File: src/rtl/wsc_pkg.sv
`default_nettype none

package wsc_pkg;

    // wave ram geometry
    localparam int WAVE_BYTES   = 16;
    localparam int SAMPLE_COUNT = 2 * WAVE_BYTES;
    localparam int WAVE_IDX_W   = $clog2(WAVE_BYTES);
    localparam int PTR_W        = WAVE_IDX_W + 1;

    // item kinds
    typedef enum logic [1:0] {
        KIND_WRITE    = 2'd0,
        KIND_READ     = 2'd1,
        KIND_FREQ     = 2'd2,
        KIND_LENGTH   = 2'd3
    } t_kind;

    // bus map
    localparam logic [15:0] ADDR_DAC    = 16'hFF1A;
    localparam logic [15:0] ADDR_LENGTH = 16'hFF1B;
    localparam logic [15:0] ADDR_LEVEL  = 16'hFF1C;
    localparam logic [15:0] ADDR_FREQ_LO = 16'hFF1D;
    localparam logic [15:0] ADDR_FREQ_HI = 16'hFF1E;
    localparam logic [15:0] WAVE_BASE   = 16'hFF30;
    localparam logic [15:0] WAVE_END    = WAVE_BASE + 16'(WAVE_BYTES);

    localparam logic [7:0]  LEVEL_READ_MASK = 8'h9F;
    localparam logic [11:0] PERIOD_BASE     = 12'd2048;
    localparam logic [8:0]  LENGTH_FULL     = 9'd256;

endpackage

`default_nettype wire

File: src/rtl/wsc_if.sv
`default_nettype none

// input item channel
interface wsc_in_if;
    logic        valid;
    logic        ready;
    logic [1:0]  kind;
    logic [15:0] address;
    logic [7:0]  write_data;

    modport source (output valid, output kind, output address, output write_data,
                    input ready);
    modport sink   (input valid, input kind, input address, input write_data,
                    output ready);
endinterface

// result channel
interface wsc_out_if;
    logic       valid;
    logic       ready;
    logic [7:0] read_data;
    logic [3:0] sample;
    logic       channel_on;

    modport source (output valid, output read_data, output sample, output channel_on,
                    input ready);
    modport sink   (input valid, input read_data, input sample, input channel_on,
                    output ready);
endinterface

`default_nettype wire

File: src/rtl/wavetable_sound_channel_unit.sv
// an accepted item passes through the stage 1 registers and then the output register
// throughput: one item per cycle unless o_result.ready stalls; the wave ram has
// one write and one read port, and a sample refresh reads it once on accept
// reset: synchronous active-low i_rst_n clears control state and the per-byte
// valid bits, so unwritten wave ram bytes read as zero with no clearing pass
`default_nettype none

module wavetable_sound_channel_unit (
    input  wire       i_clk,
    input  wire       i_rst_n,
    wsc_in_if.sink    i_item,
    wsc_out_if.source o_result
);

    // channel state
    logic                       r_dac_on;
    logic                       r_enabled;
    logic [1:0]                 r_level;
    logic [7:0]                 r_freq_lo;
    logic [2:0]                 r_freq_hi;
    logic                       r_len_stop;
    logic [8:0]                 r_len_count;
    logic [12:0]                r_timer;
    logic [wsc_pkg::PTR_W-1:0]  r_ptr;
    logic [3:0]                 r_sample;

    logic                       n_dac_on;
    logic                       n_enabled;
    logic [1:0]                 n_level;
    logic [7:0]                 n_freq_lo;
    logic [2:0]                 n_freq_hi;
    logic                       n_len_stop;
    logic [8:0]                 n_len_count;
    logic [12:0]                n_timer;
    logic [wsc_pkg::PTR_W-1:0]  n_ptr;
    logic [7:0]                 n_read_data;
    logic                       n_reload;

    // wave ram and per-byte valid bits
    logic [7:0]                     mem [wsc_pkg::WAVE_BYTES];
    logic [wsc_pkg::WAVE_BYTES-1:0] r_mem_ok;
    logic [7:0]                     r_mem_q;
    logic                           r_mem_q_ok;

    // stage 1 registers
    logic       r_s1_valid;
    logic       r_s1_reload;
    logic       r_s1_mute;
    logic [1:0] r_s1_level;
    logic       r_s1_low_nib;
    logic [7:0] r_s1_read_data;
    logic       r_s1_on;

    // output registers
    logic       r_out_valid;
    logic [7:0] r_out_read_data;
    logic [3:0] r_out_sample;
    logic       r_out_on;

    logic                           out_advance;
    logic                           s1_advance;
    logic                           accept;
    logic                           wave_hit;
    logic [15:0]                    wave_offset;
    logic [wsc_pkg::WAVE_IDX_W-1:0] wave_wr_idx;
    logic [wsc_pkg::WAVE_IDX_W-1:0] wave_rd_idx;
    logic [11:0]                    freq_new;
    logic [12:0]                    period_new;
    logic [7:0]                     byte_q;
    logic [3:0]                     nib;
    logic [3:0]                     n_sample;

    // handshake
    assign out_advance    = !r_out_valid || o_result.ready;
    assign s1_advance     = r_s1_valid && out_advance;
    assign i_item.ready   = !r_s1_valid || out_advance;
    assign accept         = i_item.valid && i_item.ready;

    // wave ram decode
    assign wave_hit    = (i_item.address >= wsc_pkg::WAVE_BASE)
                      && (i_item.address < wsc_pkg::WAVE_END);
    assign wave_offset = i_item.address - wsc_pkg::WAVE_BASE;
    assign wave_wr_idx = wave_offset[wsc_pkg::WAVE_IDX_W-1:0];
    assign wave_rd_idx = n_ptr[wsc_pkg::PTR_W-1:1];

    // period from the frequency after this item's write
    assign freq_new   = {1'b0, n_freq_hi, n_freq_lo};
    assign period_new = {wsc_pkg::PERIOD_BASE - freq_new, 1'b0};

    // next channel state for the incoming item
    always_comb begin
        n_dac_on    = r_dac_on;
        n_enabled   = r_enabled;
        n_level     = r_level;
        n_freq_lo   = r_freq_lo;
        n_freq_hi   = r_freq_hi;
        n_len_stop  = r_len_stop;
        n_len_count = r_len_count;
        n_timer     = r_timer;
        n_ptr       = r_ptr;
        n_read_data = 8'h00;
        n_reload    = 1'b0;
        unique case (wsc_pkg::t_kind'(i_item.kind))
            wsc_pkg::KIND_WRITE: begin
                priority if (i_item.address == wsc_pkg::ADDR_DAC) begin
                    n_dac_on = i_item.write_data[7];
                end else if (i_item.address == wsc_pkg::ADDR_LENGTH) begin
                    n_len_count = {1'b0, i_item.write_data};
                end else if (i_item.address == wsc_pkg::ADDR_LEVEL) begin
                    n_level = i_item.write_data[6:5];
                end else if (i_item.address == wsc_pkg::ADDR_FREQ_LO) begin
                    n_freq_lo = i_item.write_data;
                end else if (i_item.address == wsc_pkg::ADDR_FREQ_HI) begin
                    n_freq_hi  = i_item.write_data[2:0];
                    n_len_stop = i_item.write_data[6];
                    // trigger
                    if (i_item.write_data[7]) begin
                        n_enabled = 1'b1;
                        if (r_len_count == '0) begin
                            n_len_count = wsc_pkg::LENGTH_FULL;
                        end
                        n_timer = period_new;
                        n_ptr   = '0;
                    end
                end else begin
                    n_dac_on = r_dac_on;
                end
            end
            wsc_pkg::KIND_READ: begin
                priority if (i_item.address == wsc_pkg::ADDR_DAC) begin
                    n_read_data = {8{r_enabled}};
                end else if (i_item.address == wsc_pkg::ADDR_LEVEL) begin
                    n_read_data = wsc_pkg::LEVEL_READ_MASK | {1'b0, r_level, 5'b0};
                end else if (i_item.address == wsc_pkg::ADDR_FREQ_LO) begin
                    n_read_data = r_freq_lo;
                end else if (i_item.address == wsc_pkg::ADDR_FREQ_HI) begin
                    n_read_data = {1'b0, r_len_stop, 3'b000, r_freq_hi};
                end else begin
                    n_read_data = 8'h00;
                end
            end
            wsc_pkg::KIND_FREQ: begin
                if (r_timer > 13'd1) begin
                    n_timer = r_timer - 13'd1;
                end else begin
                    n_reload = 1'b1;
                    n_timer  = period_new;
                    n_ptr    = (r_ptr == wsc_pkg::PTR_W'(wsc_pkg::SAMPLE_COUNT - 1))
                             ? '0 : r_ptr + 1'b1;
                end
            end
            wsc_pkg::KIND_LENGTH: begin
                if (r_len_count != '0) begin
                    n_len_count = r_len_count - 9'd1;
                    if (r_len_count == 9'd1 && r_len_stop) begin
                        n_enabled = 1'b0;
                    end
                end
            end
            default: begin
                n_read_data = 8'h00;
            end
        endcase
    end

    // channel state registers
    always_ff @(posedge i_clk) begin
        if (!i_rst_n) begin
            r_dac_on    <= 1'b0;
            r_enabled   <= 1'b0;
            r_level     <= '0;
            r_freq_lo   <= '0;
            r_freq_hi   <= '0;
            r_len_stop  <= 1'b0;
            r_len_count <= '0;
            r_timer     <= '0;
            r_ptr       <= '0;
        end else if (accept) begin
            r_dac_on    <= n_dac_on;
            r_enabled   <= n_enabled;
            r_level     <= n_level;
            r_freq_lo   <= n_freq_lo;
            r_freq_hi   <= n_freq_hi;
            r_len_stop  <= n_len_stop;
            r_len_count <= n_len_count;
            r_timer     <= n_timer;
            r_ptr       <= n_ptr;
        end
    end

    // wave ram write and registered read
    always_ff @(posedge i_clk) begin
        if (accept && i_item.kind == wsc_pkg::KIND_WRITE && wave_hit) begin
            mem[wave_wr_idx] <= i_item.write_data;
        end
        if (accept && n_reload) begin
            r_mem_q <= mem[wave_rd_idx];
        end
    end

    // byte valid bits, cleared at reset
    always_ff @(posedge i_clk) begin
        if (!i_rst_n) begin
            r_mem_ok   <= '0;
            r_mem_q_ok <= 1'b0;
        end else begin
            if (accept && i_item.kind == wsc_pkg::KIND_WRITE && wave_hit) begin
                r_mem_ok[wave_wr_idx] <= 1'b1;
            end
            if (accept && n_reload) begin
                r_mem_q_ok <= r_mem_ok[wave_rd_idx];
            end
        end
    end

    // stage 1: item info waiting on the ram read
    always_ff @(posedge i_clk) begin
        if (!i_rst_n) begin
            r_s1_valid <= 1'b0;
        end else if (accept) begin
            r_s1_valid <= 1'b1;
        end else if (s1_advance) begin
            r_s1_valid <= 1'b0;
        end
    end

    always_ff @(posedge i_clk) begin
        if (accept) begin
            r_s1_reload    <= n_reload;
            r_s1_mute      <= !(n_enabled && n_dac_on) || (n_level == '0);
            r_s1_level     <= n_level;
            r_s1_low_nib   <= n_ptr[0];
            r_s1_read_data <= n_read_data;
            r_s1_on        <= n_enabled;
        end
    end

    // sample refresh from the read byte
    assign byte_q = r_mem_q & {8{r_mem_q_ok}};
    assign nib    = r_s1_low_nib ? byte_q[3:0] : byte_q[7:4];

    always_comb begin
        n_sample = r_sample;
        if (r_s1_reload) begin
            n_sample = r_s1_mute ? 4'd0 : (nib >> (r_s1_level - 2'd1));
        end
    end

    always_ff @(posedge i_clk) begin
        if (!i_rst_n) begin
            r_sample <= '0;
        end else if (s1_advance) begin
            r_sample <= n_sample;
        end
    end

    // output register
    always_ff @(posedge i_clk) begin
        if (!i_rst_n) begin
            r_out_valid <= 1'b0;
        end else if (out_advance) begin
            r_out_valid <= r_s1_valid;
        end
    end

    always_ff @(posedge i_clk) begin
        if (s1_advance) begin
            r_out_read_data <= r_s1_read_data;
            r_out_sample    <= n_sample;
            r_out_on        <= r_s1_on;
        end
    end

    assign o_result.valid      = r_out_valid;
    assign o_result.read_data  = r_out_read_data;
    assign o_result.sample     = r_out_sample;
    assign o_result.channel_on = r_out_on;

endmodule

`default_nettype wire
File: src/flat_wrapper.sv
// flat-port wrapper written by rule: the top's interface ports become plain ports
module wavetable_sound_channel_unit_flat 
  (i_clk, i_rst_n, i_item_valid, i_item_kind, i_item_address, i_item_write_data, i_item_ready, o_result_valid, o_result_read_data, o_result_sample, o_result_channel_on, o_result_ready);
  wsc_in_if i_item_i ();
  wsc_out_if o_result_i ();
  input  wire i_clk;
  input  wire i_rst_n;
  input wire logic [$bits(i_item_i.valid)-1:0] i_item_valid;
  input wire logic [$bits(i_item_i.kind)-1:0] i_item_kind;
  input wire logic [$bits(i_item_i.address)-1:0] i_item_address;
  input wire logic [$bits(i_item_i.write_data)-1:0] i_item_write_data;
  output wire logic [$bits(i_item_i.ready)-1:0] i_item_ready;
  output wire logic [$bits(o_result_i.valid)-1:0] o_result_valid;
  output wire logic [$bits(o_result_i.read_data)-1:0] o_result_read_data;
  output wire logic [$bits(o_result_i.sample)-1:0] o_result_sample;
  output wire logic [$bits(o_result_i.channel_on)-1:0] o_result_channel_on;
  input wire logic [$bits(o_result_i.ready)-1:0] o_result_ready;
  assign i_item_i.valid = i_item_valid;
  assign i_item_i.kind = i_item_kind;
  assign i_item_i.address = i_item_address;
  assign i_item_i.write_data = i_item_write_data;
  assign i_item_ready = i_item_i.ready;
  assign o_result_valid = o_result_i.valid;
  assign o_result_read_data = o_result_i.read_data;
  assign o_result_sample = o_result_i.sample;
  assign o_result_channel_on = o_result_i.channel_on;
  assign o_result_i.ready = o_result_ready;
  wavetable_sound_channel_unit u_core (.i_clk(i_clk), .i_rst_n(i_rst_n), .i_item(i_item_i), .o_result(o_result_i));
endmodule
File: config.mk
export PLATFORM = sky130hd
export DESIGN_NAME = wavetable_sound_channel_unit_flat
export DESIGN_NICKNAME = d
export VERILOG_FILES = /design/src/rtl/wsc_pkg.sv /design/src/rtl/wsc_if.sv /design/src/rtl/wavetable_sound_channel_unit.sv /design/src/flat_wrapper.sv
export SDC_FILE = /design/constraint.sdc
export NUM_CORES = 1
export LEC_CHECK = 0
export BUFFER_PORTS_ARGS = -buffer_cell sky130_fd_sc_hd__buf_2
export CAP_MARGIN = 0
export CORE_ASPECT_RATIO = 1.5
export CORE_MARGIN = 5
export CORE_UTILIZATION = 45
export DETAILED_ROUTE_END_ITERATION = 8
export GPL_ROUTABILITY_DRIVEN = 1
export PLACE_DENSITY_LB_ADDON = 0.12
export RECOVER_POWER = 50
export SLEW_MARGIN = 20
export SYNTH_ARGS = -nofsm -noshare
export SYNTH_HDL_FRONTEND = slang
export SYNTH_SLANG_ARGS = --single-unit
File: constraint.sdc
create_clock -name i_clk -period 3.4 [get_ports i_clk]
set_input_delay 0.34 -clock i_clk [delete_from_list [all_inputs] [get_ports i_clk]]
set_output_delay 0.34 -clock i_clk [all_outputs]
set_load 0.02 [all_outputs]
==> impl_results.md <==
- Data required, critical path: 3640 ps
- Number of instances in the synthesized netlist: 903
- Layout overhead on the synthesized area: 14.63%
- Peak ir drop on the vdd network: 0.4654 mV
- Setup TNS: 0 ps
- CTS tree: built
- Num Clock Sinks: 229
- Final setup viols: 0
- Type of the tightest min-delay check: input pin to flip-flop
- Post-Route Utilization: a little over half
- Maximum fanout encountered on the critical timing path: 29
- All-Layer GR Usage: 20.20%
- WS Path Type: flip-flop to flip-flop
- Number of flops mapped to enable cells by yosys: 163
- Static Leak: about 4.9 nW
- Final count of hold timing violations: 0
- Total number of cells along the worst setup path: 10
- Worst setup skew after layout: between 9 and 10 ps
- Sequential area share after synthesis: 58.63%
- First-pass GRT wire length: 41.79 mm
- Final Cycle Share: 93.26%
- Endpoint class of the critical path: flip-flop
- Worst-case headroom to the max-slew limit: -2.013%
- Synthesized net count: 944
- Total of max-cap violations: 1
- Number of distinct library cells after synthesis: 63
- Number of synthesized register bits: 229
- Depth of the CTS H-tree: 1
- Number of warnings issued by yosys: 0
- Overflow left after global routing: 0
- Total core area: 0.02314 mm²
- Maximum number of pins on one net before global-route repair: 45
- Post-CTS Repair Setup Buffers: 0
- Clk_lat worst skew: 500 ps
- Slowest cell on the critical path: sky130_fd_sc_hd__or4_1
- Critical Path, Cell by Cell: or3_1, or4_1, o211a_1, a211oi_4, buf_12, buf_12, mux2i_1, mux2i_1, mux2i_1, mux2i_1
- Antenna fix cells: 0
- Result of the run: complete, but fails checks
- Avg Synthesized Cell Area: 11.74 µm²
- Transition time at the pin with the least slew margin: 1530 ps
- Largest stage delay on the critical path: roughly 560 ps
- Die X: 135.3 µm
- Top cell type's share of synthesized area: 46.16%
- WL/cell: 20.77 µm
- Worst path arrival time: 3410 ps
- Initial antenna violation count: 0
- Routed wire length: 27.09 mm
- Largest cells by area after synthesis: sky130_fd_sc_hd__edfxtp_1, sky130_fd_sc_hd__mux2i_1, sky130_fd_sc_hd__dfxtp_1, sky130_fd_sc_hd__nor2_1, sky130_fd_sc_hd__nand2_1
- Post-detailed-route DRC marker count: 0
- Max-slew violations: 23
- I/O Buffers: 44
- Setup repair after global routing missed its margin: no
- DR pass1 iterations: 4
- Number of placed I/O pins: between 40 and 50
- Most prevalent standard cell on the critical path: sky130_fd_sc_hd__mux2i_1
- Critical path buffer and inverter count: 2
- Kind of launch point of the worst setup path: flip-flop
- Weighted congestion reported at the end of routability-driven placement: 0.8477
- Worst reg2reg path depth: 10
- Number of buffers between clock root and the deepest sink: 3
- Starting density of the core: roughly 46%
- Standard-cell rows: 68
- Total of fill cells in the finished design: between 2000 and 2500
- Cell with the most instances after synthesis: sky130_fd_sc_hd__edfxtp_1
- Leading area contributor after synthesis: sky130_fd_sc_hd__edfxtp_1
- Via density per instance: 5.678
- Post-layout minimum cycle time: 3171 ps
- Post-Route Hold Slack: between 70 and 80 ps
- Total power per unit cell area: ~490 mW/mm²
- Library cell used as clock root buffer: sky130_fd_sc_hd__clkbuf_16
- Area of the mapped netlist: 0.01060 mm²
- Commonest cells in the synthesized netlist: sky130_fd_sc_hd__edfxtp_1, sky130_fd_sc_hd__mux2i_1, sky130_fd_sc_hd__nor2_1
- Antenna-violating nets left: 0
- Detailed Place HPWL: 18.50 mm
- Share of cells above drive strength 1: 11.12%
- Fraction of registers with async set/reset: 0%
- Number of stages on the worst hold path: 3
- Violated checks: capacitance limit, slew limit
- Vias after detailed routing: 7404
- Dominant register cell in the synthesized netlist: sky130_fd_sc_hd__edfxtp_1
- Highest Clock Rate: 315.4 MHz
- Count of cells resized by post-cts repair: 0
- Net count reported at finish: 1014
- Cell class contributing the biggest share of worst-path delay: simple AND/OR/NAND/NOR gates
- Vertical die dimension: 198.0 µm
- Number of violations reported at the end of detailed-routing iteration 0: about 430
- Clock-pin slew of the registers on the worst-case setup and hold paths: ~60 ps
- Num CTS Buffers: 22
- Die area: 0.02679 mm²
- Hold_buf cts: 0
- Number of global-route vias before repair: 7351
-- power by group --
group	internal [mW]	switching (mW)	total (mW)
Sequential	3.03	0.0294	3.06
Clock	1.41	1.02	2.43
Combinational	0.172	0.309	0.481
-- final timing paths --
path	startpoint	to	slack, ps
min reg2reg	u_core.r_s1_read_data[3]$_SDFFCE_PP0P_	u_core.o_result.read_data[3]$_DFFE_PP_	430
max	u_core.r_timer[10]$_SDFFE_PN0P_	u_core.r_mem_q[3]$_DFFE_PP_	230
min	i_item_valid	u_core.r_s1_valid$_SDFFE_PN0P_	80
max reg2reg	u_core.r_timer[10]$_SDFFE_PN0P_	u_core.r_mem_q[3]$_DFFE_PP_	230
-- per-layer routing --
metal	up-vias	part of all wire (%)	global-route usage [%]
met3	54	3.3	2.008
met5	-	0	0
met4	0	4.1	7.882
met1	3657	39	23.47
met2	162	53	37.89
li1	3531	-	-
-- through the flow --
step / instance area (µm²) / instances / power [mW] / worst slack (ps)
after floorplan: 10600 / 903 / 3.407 / 418.4
after global placement: 11480 / 1264 / 3.603 / 201.8
after detailed placement: 11480 / 1264 / 3.605 / 170.5
after CTS: 12200 / 1304 / 6.022 / 168.3
after global routing: 12150 / 1304 / 6.176 / 41.07
final: 12150 / 1304 / 5.971 / 229.1
-- sequential cells by signal, indices dropped and copies added (netlist names), 2 cells and up --
register and count:
u_core.mem 128, u_core.o_result.read_data 8, u_core.o_result.sample 4, u_core.r_freq_hi 3, u_core.r_freq_lo 8, u_core.r_len_count 9, u_core.r_level 2, u_core.r_mem_ok 16
u_core.r_mem_q 8, u_core.r_ptr 5, u_core.r_s1_level 2, u_core.r_s1_read_data 8, u_core.r_sample 4, u_core.r_timer 13
-- worst register-to-register path, delay by kind of cell, from the launching register on --
| family | cells | cell delay (ps) |
|---|---|---|
| AOI/OAI and AO/OA | 2 | 560 |
| muxes | 4 | 740 |
| and+or+nand+nor | 2 | 920 |
| DFF | 1 | 340 |
| buffers and inverters | 2 | 370 |
-- layout by cell type, fill, tap and decap left out, types with 5 or more instances in the layout --
master	netlist	routed
sky130_fd_sc_hd__edfxtp_1	163	163
sky130_fd_sc_hd__mux2i_1	143	143
sky130_fd_sc_hd__nor2_1	84	84
sky130_fd_sc_hd__nand2_1	79	79
sky130_fd_sc_hd__dfxtp_1	66	66
sky130_fd_sc_hd__a21oi_1	48	48
sky130_fd_sc_hd__o21ai_0	44	44
sky130_fd_sc_hd__buf_4	2	36
sky130_fd_sc_hd__clkbuf_1	27	32
sky130_fd_sc_hd__clkbuf_16	0	24
sky130_fd_sc_hd__buf_2	15	22
sky130_fd_sc_hd__inv_1	20	20
sky130_fd_sc_hd__nor3_1	20	20
sky130_fd_sc_hd__nand3_1	16	16
sky130_fd_sc_hd__nor4_1	12	12
sky130_fd_sc_hd__ha_1	11	11
sky130_fd_sc_hd__nand2b_1	10	10
sky130_fd_sc_hd__o21a_1	10	10
sky130_fd_sc_hd__a211oi_1	10	9
sky130_fd_sc_hd__nand4_1	9	9
sky130_fd_sc_hd__a31oi_1	9	9
sky130_fd_sc_hd__xnor2_1	9	9
sky130_fd_sc_hd__nor2b_1	7	7
sky130_fd_sc_hd__buf_12	0	6
sky130_fd_sc_hd__nand4b_1	5	5
sky130_fd_sc_hd__clkinv_2	0	5
-- area by class of cell --
type                            instances  area, µm²  area share [%]
Inverter                               21      78.83          0.6485
Clock inverter                          9      73.82          0.6074
Sequential cell                       229       6216           51.14
Clock buffer                           31      646.9           5.322
Timing Repair Buffer                   91      601.8           4.952
Multi-Input combinational cell        608       4143           34.08
Tap cell                              315      394.1           3.243
-- logic make-up after synthesis --
| logic type | count (synthesis) | synth area share, % |
|---|---|---|
| AND/OR/NAND/NOR | 267 | 12.08 |
| flip-flops | 229 | 58.63 |
| AO/OA/AOI/OAI | 171 | 10.47 |
| multiplexers | 148 | 14.03 |
| buffers and inverters | 66 | 2.584 |
| XOR/XNOR | 11 | 0.9087 |
| adder cells (fa/ha/maj) | 11 | 1.298 |
No activity file was read; power rests on OpenSTA's default activity.
